===== config.mk =====
export PLATFORM = sky130hd
export DESIGN_NAME = four_channel_ultrasonic_ranger_top
export DESIGN_NICKNAME = d
export VERILOG_FILES = /design/src/fcur_pkg.sv /design/src/fcur_chan.sv /design/src/fcur_regs.sv /design/src/four_channel_ultrasonic_ranger_top.sv
export SDC_FILE = /design/constraint.sdc
export NUM_CORES = 2
export LEC_CHECK = 0
export BUFFER_PORTS_ARGS = -buffer_cell sky130_fd_sc_hd__buf_2
export CORE_MARGIN = 10
export CORE_UTILIZATION = 25
export CTS_CLUSTER_DIAMETER = 150
export CTS_CLUSTER_SIZE = 14
export DETAILED_ROUTE_END_ITERATION = 10
export GPL_ROUTABILITY_DRIVEN = 1
export PLACE_DENSITY = 0.38
export SLEW_MARGIN = 10
export SYNTH_ARGS = -nofsm -noshare
export SYNTH_HDL_FRONTEND = slang
export SYNTH_HIERARCHICAL = 1
export SYNTH_SLANG_ARGS = --single-unit

===== constraint.sdc =====
create_clock -name clk -period 11.37 [get_ports clk]
set_clock_uncertainty 0.05 [all_clocks]
set_input_delay 0.5685 -clock clk [delete_from_list [all_inputs] [get_ports clk]]
set_output_delay 0.5685 -clock clk [all_outputs]
set_load 0.02 [all_outputs]

===== src/fcur_pkg.sv =====
// Package: shared types and constants of the four-channel ultrasonic ranger.
package fcur_pkg;
	localparam int CNT_W = 25;
	localparam logic [CNT_W-1:0] CNT_MAX = {CNT_W{1'b1}};
	localparam logic [CNT_W-1:0] RANGE_RESET = 25'd116000;
	localparam logic [15:0] HOLD_RESET = 16'd1000;
	localparam logic [7:0] VERSION_BYTE = 8'h01;

	localparam logic [1:0] CMD_TICK = 2'd0;
	localparam logic [1:0] CMD_WRITE = 2'd1;
	localparam logic [1:0] CMD_READ = 2'd2;

	localparam logic [2:0] ST_IDLE = 3'd0;
	localparam logic [2:0] ST_TRIG = 3'd1;
	localparam logic [2:0] ST_WAIT = 3'd2;
	localparam logic [2:0] ST_ECHO = 3'd3;
	localparam logic [2:0] ST_HOLD = 3'd4;

	localparam logic [1:0] MD_IDLE = 2'd0;
	localparam logic [1:0] MD_ONE = 2'd1;
	localparam logic [1:0] MD_SYNC = 2'd2;
	localparam logic [1:0] MD_ASYNC = 2'd3;

	localparam logic [7:0] ADDR_RANGE = 8'hA0;
	localparam logic [7:0] ADDR_HOLD = 8'hA8;
	localparam logic [7:0] ADDR_MODE = 8'hB0;
	localparam logic [7:0] ADDR_STATE = 8'hB4;
	localparam logic [7:0] ADDR_VERSION = 8'hC0;

	typedef struct packed {
		logic [1:0] cmd;
		logic [3:0] echo;
		logic [7:0] reg_addr;
		logic [15:0] wdata;
	} item_t;

	typedef struct packed {
		logic [3:0] timed_out;
		logic [3:0] done_res;
		logic [7:0] read_data;
		logic [3:0] trigger;
	} result_t;

	function automatic logic [CNT_W-1:0] sat_inc(input logic [CNT_W-1:0] v);
		sat_inc = (v == CNT_MAX) ? v : v + 1'b1;
	endfunction
endpackage


===== src/fcur_chan.sv =====
// Channel: one sensor's state machine, counters and result register.
module fcur_chan
	import fcur_pkg::*;
#(
	parameter int TRIGGER_TICKS = 50,
	parameter int TICKS_PER_CM = 290
) (
	input  logic clk,
	input  logic arst_n,
	input  logic tick,
	input  logic echo,
	input  logic sync_set,
	input  logic mode_we,
	input  logic [1:0] mode_wd,
	input  logic range_we,
	input  logic [CNT_W-1:0] range_wd,
	input  logic [15:0] hold_ticks,
	output logic [2:0] state,
	output logic [2:0] state_nx,
	output logic [1:0] mode,
	output logic [15:0] range_result,
	output logic [CNT_W-1:0] max_ticks,
	output logic done,
	output logic tmo
);
	localparam int RECIP_W = CNT_W + 11;
	localparam int DIV_W = CNT_W + RECIP_W;
	localparam logic [RECIP_W-1:0] RECIP =
		RECIP_W'((64'd1 << (CNT_W + 10)) / TICKS_PER_CM + 1);

	logic [2:0] state_q, state_d;
	logic [1:0] mode_q, mode_d;
	logic [CNT_W-1:0] trig_q, trig_d, mark_q, mark_d, trig_i, mark_i, max_q, max_d;
	logic [15:0] res_q, res_d;
	logic sync_q, sync_d;
	logic [CNT_W-1:0] quot;
	logic [DIV_W-1:0] prod;

	// Reciprocal multiply, exact over the full counter range.
	assign prod = DIV_W'(mark_i) * DIV_W'(RECIP);
	assign quot = CNT_W'(prod >> (CNT_W + 10));

	always_comb begin
		trig_i = sat_inc(trig_q);
		mark_i = sat_inc(mark_q);
		state_d = state_q;
		mode_d = mode_q;
		trig_d = trig_q;
		mark_d = mark_q;
		res_d = res_q;
		sync_d = sync_q;
		max_d = max_q;
		done = 1'b0;
		tmo = 1'b0;
		if (tick) begin
			trig_d = trig_i;
			mark_d = mark_i;
			unique case (state_q)
				ST_IDLE: begin
					if (mode_q == MD_ONE || mode_q == MD_ASYNC ||
					    (mode_q == MD_SYNC && sync_q)) begin
						trig_d = '0;
						state_d = ST_TRIG;
						if (mode_q == MD_ONE) mode_d = MD_IDLE;
						if (mode_q == MD_SYNC) sync_d = 1'b0;
					end
				end
				ST_TRIG: begin
					if (trig_i > CNT_W'(TRIGGER_TICKS)) state_d = ST_WAIT;
				end
				ST_WAIT: begin
					if (echo) begin
						mark_d = '0;
						state_d = ST_ECHO;
					end else if (trig_i > max_q) begin
						tmo = 1'b1;
					end
				end
				ST_ECHO: begin
					if (!echo) begin
						res_d = (quot > CNT_W'(16'hFFFF)) ? 16'hFFFF : quot[15:0];
						mark_d = '0;
						state_d = ST_HOLD;
						done = 1'b1;
					end else if (trig_i > max_q) begin
						tmo = 1'b1;
					end
				end
				ST_HOLD: begin
					if (mark_i > CNT_W'(hold_ticks)) state_d = ST_IDLE;
				end
				default: state_d = ST_IDLE;
			endcase
			if (tmo) begin
				res_d = 16'hFFFF;
				mark_d = '0;
				state_d = ST_HOLD;
			end
			if (sync_set) sync_d = 1'b1;
		end
		if (mode_we) mode_d = mode_wd;
		if (range_we) max_d = range_wd;
	end

	always_ff @(posedge clk or negedge arst_n) begin
		if (!arst_n) begin
			state_q <= ST_IDLE;
			mode_q <= MD_SYNC;
			trig_q <= '0;
			mark_q <= '0;
			res_q <= '0;
			sync_q <= 1'b0;
			max_q <= RANGE_RESET;
		end else begin
			state_q <= state_d;
			mode_q <= mode_d;
			trig_q <= trig_d;
			mark_q <= mark_d;
			res_q <= res_d;
			sync_q <= sync_d;
			max_q <= max_d;
		end
	end

	assign state = state_q;
	assign state_nx = state_d;
	assign mode = mode_q;
	assign range_result = res_q;
	assign max_ticks = max_q;
endmodule


===== src/fcur_regs.sv =====
// Register read decoder: selects the byte for a read command.
module fcur_regs
	import fcur_pkg::*;
#(
	parameter int NUM_SONARS = 4,
	parameter int TICKS_PER_CM = 290
) (
	input  logic [7:0] reg_addr,
	input  logic [NUM_SONARS-1:0][2:0] state,
	input  logic [NUM_SONARS-1:0][1:0] mode,
	input  logic [NUM_SONARS-1:0][15:0] range_result,
	input  logic [NUM_SONARS-1:0][CNT_W-1:0] max_ticks,
	input  logic [15:0] hold_ticks,
	output logic [7:0] read_data
);
	localparam int RECIP_W = CNT_W + 11;
	localparam int DIV_W = CNT_W + RECIP_W;
	localparam logic [RECIP_W-1:0] RECIP =
		RECIP_W'((64'd1 << (CNT_W + 10)) / TICKS_PER_CM + 1);

	logic [CNT_W-1:0] mt, quot;
	logic [DIV_W-1:0] prod;
	logic [15:0] v;

	always_comb begin
		mt = '0;
		for (int n = 0; n < NUM_SONARS; n++)
			if (int'(reg_addr[3:1]) == n) mt = max_ticks[n];
	end

	assign prod = DIV_W'(mt) * DIV_W'(RECIP);
	assign quot = CNT_W'(prod >> (CNT_W + 10));

	always_comb begin
		read_data = '0;
		v = '0;
		if (reg_addr <= 8'h07) begin
			for (int n = 0; n < NUM_SONARS; n++)
				if (int'(reg_addr[2:1]) == n) v = range_result[n];
			read_data = reg_addr[0] ? v[15:8] : v[7:0];
		end else if (reg_addr >= ADDR_RANGE && reg_addr < ADDR_HOLD) begin
			v = quot[15:0];
			read_data = reg_addr[0] ? v[15:8] : v[7:0];
		end else if (reg_addr == ADDR_HOLD) begin
			read_data = hold_ticks[7:0];
		end else if (reg_addr == ADDR_HOLD + 8'd1) begin
			read_data = hold_ticks[15:8];
		end else if (reg_addr >= ADDR_MODE && reg_addr < ADDR_STATE) begin
			for (int n = 0; n < NUM_SONARS; n++)
				if (int'(reg_addr[1:0]) == n) read_data = {6'd0, mode[n]};
		end else if (reg_addr >= ADDR_STATE && reg_addr < ADDR_STATE + 8'd4) begin
			for (int n = 0; n < NUM_SONARS; n++)
				if (int'(reg_addr[1:0]) == n) read_data = {5'd0, state[n]};
		end else if (reg_addr == ADDR_VERSION) begin
			read_data = VERSION_BYTE;
		end
	end
endmodule


===== src/four_channel_ultrasonic_ranger_top.sv =====
// Top level: stream ports, shared sync timer, channels and output register.
// Each accepted transfer is one command (timer tick, register write or byte read) and
// yields one result transfer via the input and output registers; a new command is taken
// every cycle while the output side accepts. Channel state updates when the command
// leaves the input register, so the sensor timers advance one step per tick transfer.
module four_channel_ultrasonic_ranger_top
	import fcur_pkg::*;
#(
	parameter int NUM_SONARS = 4,
	parameter int TRIGGER_TICKS = 50,
	parameter int TICKS_PER_CM = 290
) (
	input  logic clk,
	input  logic arst_n,
	input  logic cfg_we,
	input  logic [24:0] cfg_wdata,
	input  logic s_axis_tvalid,
	output logic s_axis_tready,
	input  logic [31:0] s_axis_tdata,  // cmd, echo, reg_addr, wdata, pad
	output logic m_axis_tvalid,
	input  logic m_axis_tready,
	output logic [23:0] m_axis_tdata   // trigger, read_data, done_res, timed_out, pad
);
	localparam int LIM = (NUM_SONARS < 4) ? NUM_SONARS : 4;

	item_t it_s1;
	logic v_s1, v_s2, adv;
	result_t res_s2, res_d;
	logic [CNT_W-1:0] period_q, sync_q, sync_i;
	logic [15:0] hold_q;
	logic tick, sync_set;
	logic [NUM_SONARS-1:0][2:0] st;
	logic [NUM_SONARS-1:0][1:0] md;
	logic [NUM_SONARS-1:0][15:0] rr;
	logic [NUM_SONARS-1:0][CNT_W-1:0] mt;
	logic [NUM_SONARS-1:0] dn, tm;
	logic [NUM_SONARS-1:0][2:0] st_n;
	logic [7:0] rd;
	logic [CNT_W+8:0] rng;
	logic [CNT_W-1:0] rng_sat;

	assign adv = !v_s2 || m_axis_tready;
	assign s_axis_tready = adv;
	assign tick = v_s1 && adv && it_s1.cmd == CMD_TICK;
	assign sync_i = sat_inc(sync_q);
	assign sync_set = sync_i >= period_q;
	assign rng = (CNT_W+9)'(it_s1.wdata) * (CNT_W+9)'(TICKS_PER_CM);
	assign rng_sat = (rng > (CNT_W+9)'(CNT_MAX)) ? CNT_MAX : rng[CNT_W-1:0];

	always_ff @(posedge clk) begin
		if (s_axis_tready)
			it_s1 <= {s_axis_tdata[1:0], s_axis_tdata[5:2], s_axis_tdata[13:6],
				s_axis_tdata[29:14]};
		if (adv) res_s2 <= res_d;
	end

	always_ff @(posedge clk or negedge arst_n) begin
		if (!arst_n) begin
			v_s1 <= 1'b0;
			v_s2 <= 1'b0;
			period_q <= RANGE_RESET;
			sync_q <= '0;
			hold_q <= HOLD_RESET;
		end else begin
			if (adv) begin
				v_s1 <= s_axis_tvalid;
				v_s2 <= v_s1;
			end
			if (cfg_we) period_q <= cfg_wdata;
			if (tick) sync_q <= sync_set ? '0 : sync_i;
			if (v_s1 && adv && it_s1.cmd == CMD_WRITE && it_s1.reg_addr == ADDR_HOLD)
				hold_q <= it_s1.wdata;
		end
	end

	genvar g;
	generate
		for (g = 0; g < NUM_SONARS; g++) begin : g_ch
			fcur_chan #(.TRIGGER_TICKS(TRIGGER_TICKS), .TICKS_PER_CM(TICKS_PER_CM)) u_ch (
				.clk(clk), .arst_n(arst_n), .tick(tick),
				.echo(g < 4 ? it_s1.echo[g % 4] : 1'b0),
				.sync_set(sync_set),
				.mode_we((g < 4) && v_s1 && adv && it_s1.cmd == CMD_WRITE &&
					it_s1.reg_addr == ADDR_MODE + 8'(g)),
				.mode_wd(it_s1.wdata[1:0]),
				.range_we((g < 4) && v_s1 && adv && it_s1.cmd == CMD_WRITE &&
					it_s1.reg_addr == ADDR_RANGE + 8'(2 * g)),
				.range_wd(rng_sat), .hold_ticks(hold_q),
				.state(st[g]), .state_nx(st_n[g]), .mode(md[g]), .range_result(rr[g]),
				.max_ticks(mt[g]), .done(dn[g]), .tmo(tm[g])
			);
		end
	endgenerate

	fcur_regs #(.NUM_SONARS(NUM_SONARS), .TICKS_PER_CM(TICKS_PER_CM)) u_regs (
		.reg_addr(it_s1.reg_addr), .state(st), .mode(md), .range_result(rr),
		.max_ticks(mt), .hold_ticks(hold_q), .read_data(rd)
	);

	always_comb begin
		res_d = '0;
		res_d.trigger = 4'hF;
		for (int n = 0; n < LIM; n++) begin
			res_d.trigger[n] = (st_n[n] != ST_TRIG);
		end
		if (it_s1.cmd == CMD_READ) res_d.read_data = rd;
		if (it_s1.cmd == CMD_TICK) begin
			for (int n = 0; n < LIM; n++) begin
				res_d.done_res[n] = dn[n];
				res_d.timed_out[n] = tm[n];
			end
		end
	end

	assign m_axis_tvalid = v_s2;
	assign m_axis_tdata = {4'd0, res_s2};
endmodule


==> metrics.md <==
| Metric | Value |
|---|---|
| IO Port Bufs | `81` |
| Clock latency on the worst-skew pair | `660 ps` |
| Cell repeated most along the worst path | `fa_1` |
| Post-route setup slack | `1093 ps` |
| Synth top area cells | `fa_1 25%, ha_1 22%, dfrtp_1 12%` |
| Routed vias | `62,980` |
| Warnings from Yosys | `6` |
| Area growth from synthesis to layout | `8.887%` |
| Place WS | `1202 ps` |
| Synthesized instance count | `8,990` |
| Die H | `605.0 µm` |
| Post-synth cell types | `134` |
| First-pass GRT wire length | `450,000 µm` |
| Inst Count DP | `13,540` |
| Remaining Overflow, GRT | `0` |
| Clock root buffer | `clkbuf_16` |
| Setup crit end kind | `flop` |
| Largest fanout on the critical path | `16` |
| Die Area | `366,000 µm²` |
| Initial DRC Count | `3,809` |
| Async SR Flop Fraction | `90.12%` |
| R2R Setup Slk | `1090 ps` |
| Worst-Margin Slew | `1125 ps` |
| Synthesis-stage register bit count | `506` |
| Nets | `11,690` |
| Final Max Slew Viols | `0` |
| Hold Path Class | `in -> reg` |
| CTS tree | `done` |
| DP Wirelength | `251,400 µm` |
| Worst Path Buf+Inv | `7` |
| Setup violators final | `0` |
| Worst path required time | `11,900 ps` |
| Post-synth top area share | `25.44%` |
| Fraction of layout cells with a size suffix above 1 | `5.754%` |
| Initial core utilization | `25.14%` |
| Vias/cell | `4.620` |
| H-tree Lvls | `2` |
| Mapped Area | `85,540 µm²` |
| IO Count | `88` |
| Antenna viol nets, final | `0` |
| Vias in the first global route | `67,520` |
| Hold endpoint | `it_s1[4]` |
| Die width | `605.0 µm` |
| Relative slew slack | `25.02%` |
| Tmin final | `10,280 ps` |
| Fmax | `97.30 MHz` |
| Setup_tns | `0 ps` |
| GRT Total Usage | `16.13%` |
| Crit path launch type | `flop` |
| Top FF cell, synth | `dfrtp_1` |
| Placement Rows | `214` |
| Max Root-Sink Buffers | `3` |
| Max-cap violation count | `0` |
| CTS sink count | `506` |
| Core ar. | `340,300 µm²` |
| Crit Reg-Reg Endpoint | `g_ch[2].u_ch/range_result[14]` |
| # resized after CTS | `0` |
| Worst reg2reg path depth | `32` |
| Cts bufs inserted | `43` |
| Fillcell total | `36,190` |
| Largest net degree at the start of global routing | `148` |
| RSZ-0062 raised after global routing | `false` |
| Syn avg cell area | `9.516 µm²` |
| Final Non-Filler Cells | `13,630` |
| Multi-input gate area | `63,870 µm²` |
| Status | `finished clean` |
| Crit-path leading delay family | `adder cells` |
| Share of the yosys chip area belonging to registers | `15.15%` |
| Slowest stage delay, CP | `890 ps` |
| Endpoints failing hold | `0` |
| FF+latch area | `12,960 µm²` |
| DRC | `0` |
| Final Cycle Share | `90.39%` |
| Drt total wl | `295,500 µm` |
| Hold Path Stages | `1` |
| Synth area leader | `fa_1` |
| R2r startpoint | `g_ch[2].u_ch/mark_q[0]` |
| Worst endpoint data arrival time | `10,810 ps` |
| Number of synthesized flops with an enable pin | `50` |
| Slowest cell on crit path | `fa_1` |
| Initial antenna violation count | `13` |
| Final Wtd Congestion | `0.8606` |
| Worst-path clk slew | `70 ps` |
| First drt pass iteration count | `5` |
| WL/cell | `21.67 µm` |
| CP Class | `reg -> reg` |
| Hold Startpoint | `s_axis_tdata[18]` |
| Post-CTS setup buffers | `0` |
==> logic make-up after synthesis <==
kind of cell	after synthesis	share of synthesized area, %
adder cells (fa/ha/maj)	2567	47.08
buffers and inverters	2300	10.32
AND/OR/NAND/NOR	1609	10.08
AO/OA/AOI/OAI	1571	12.26
flip-flops	506	15.15
XOR/XNOR	323	3.325
multiplexers	113	1.768
other	1	0.004384
==> synth_stat cells (51+ instances only) <==
cell / count
buf_2: 56
a21o_1: 207
inv_1: 2085
mux2i_1: 57
fa_1: 1087
and3_1: 93
a21oi_1: 345
o31ai_1: 61
nand3_1: 158
xor2_1: 125
nor3_1: 86
ha_1: 1480
a31oi_1: 65
a211oi_1: 71
nor2_1: 295
clkbuf_1: 116
o21ai_0: 370
nor2b_1: 51
xnor2_1: 196
a22o_1: 78
nand4_1: 130
dfrtp_1: 416
nand2_1: 438
==> flip-flops by register name, summed over array words and instances, names as in the netlist <==
name / flops
m_axis_tvalid: 1
sync_q: 25
m_axis_tdata: 20
g_ch.u_ch/range_result: 64
g_ch.u_ch/sync_q: 4
period_q: 25
it_s1: 30
g_ch.u_ch/max_ticks: 100
g_ch.u_ch/mark_q: 100
v_s1: 1
g_ch.u_ch/state: 12
hold_q: 16
g_ch.u_ch/mode: 8
g_ch.u_ch/trig_q: 100
==> placed cells by master (no fill, tap or decap), drive strengths merged, types with 36 or more instances in the layout <==
cell type and count:
inv 2094, ha 1480, fa 1087, nand2 440, dfrtp 416, o21ai 376
a21oi 347, nor2 297, buf 215, a21o 208, xnor2 198, nand3 165
nand4 140, xor2 125, and3 98, nor3 92, a22o 79, a211oi 72
clkbuf 71, a31oi 67, o31ai 61, mux2i 57, nor4 56, nand2b 52
nor2b 51, edfxtp 50, and4 41, dfstp 40, o2bb2ai 38, and2 38
o21bai 36
==> worst max-delay path by stage <==
stage | startpoint | cells past startpoint | end
floorplan | g_ch[1].u_ch/mark_q[0] | 31 | g_ch[1].u_ch/range_result[3]
global placement | g_ch[2].u_ch/mark_q[0] | 32 | g_ch[2].u_ch/range_result[15]
detailed placement | g_ch[2].u_ch/mark_q[0] | 32 | g_ch[2].u_ch/range_result[14]
CTS | g_ch[2].u_ch/mark_q[0] | 32 | g_ch[2].u_ch/range_result[14]
global route | g_ch[2].u_ch/mark_q[0] | 32 | g_ch[2].u_ch/range_result[15]
finish | g_ch[2].u_ch/mark_q[0] | 32 | g_ch[2].u_ch/range_result[14]
==> through the flow <==
| step | hold slack [ps] | area [µm²] | utilization (%) |
|---|---|---|---|
| global route | 20.20 | 93130 | 27.37 |
| CTS | 0.2758 | 93130 | 27.36 |
| floorplan | 222.9 | 85570 | - |
| global placement | 433.5 | 91800 | 26.98 |
| detailed placement | 442.8 | 91800 | 26.98 |
| finish | 57.02 | 93150 | 27.37 |
==> per-layer routing <==
metal  GRT usage [%]  up-vias  share of wire [%]
met4           2.508        4                1.8
li1                -    29900                  -
met3           1.072      156                2.8
met5               0        -             0.0091
met2           27.69      953                 48
met1           22.67    31960                 48
==> repair_timing <==
action | 4_1_cts | 5_1_grt
setup endpoints to repair | 0 | 0
hold buffers | 6 | 0
hold endpoints to repair | 67 | 0
==> cell type report <==
cell class	count	share of cell area, %
multi-input combinational	6191	68.57
sequential	506	13.92
inverter	2093	8.440
tap	4536	6.093
timing repair buffer	221	1.604
clock buffer	71	1.268
clock inverter	7	0.08865
antenna	8	0.02149
Power is not shown: default switching activity piles up to over one toggle a cycle in this logic, so the estimate is an artifact.
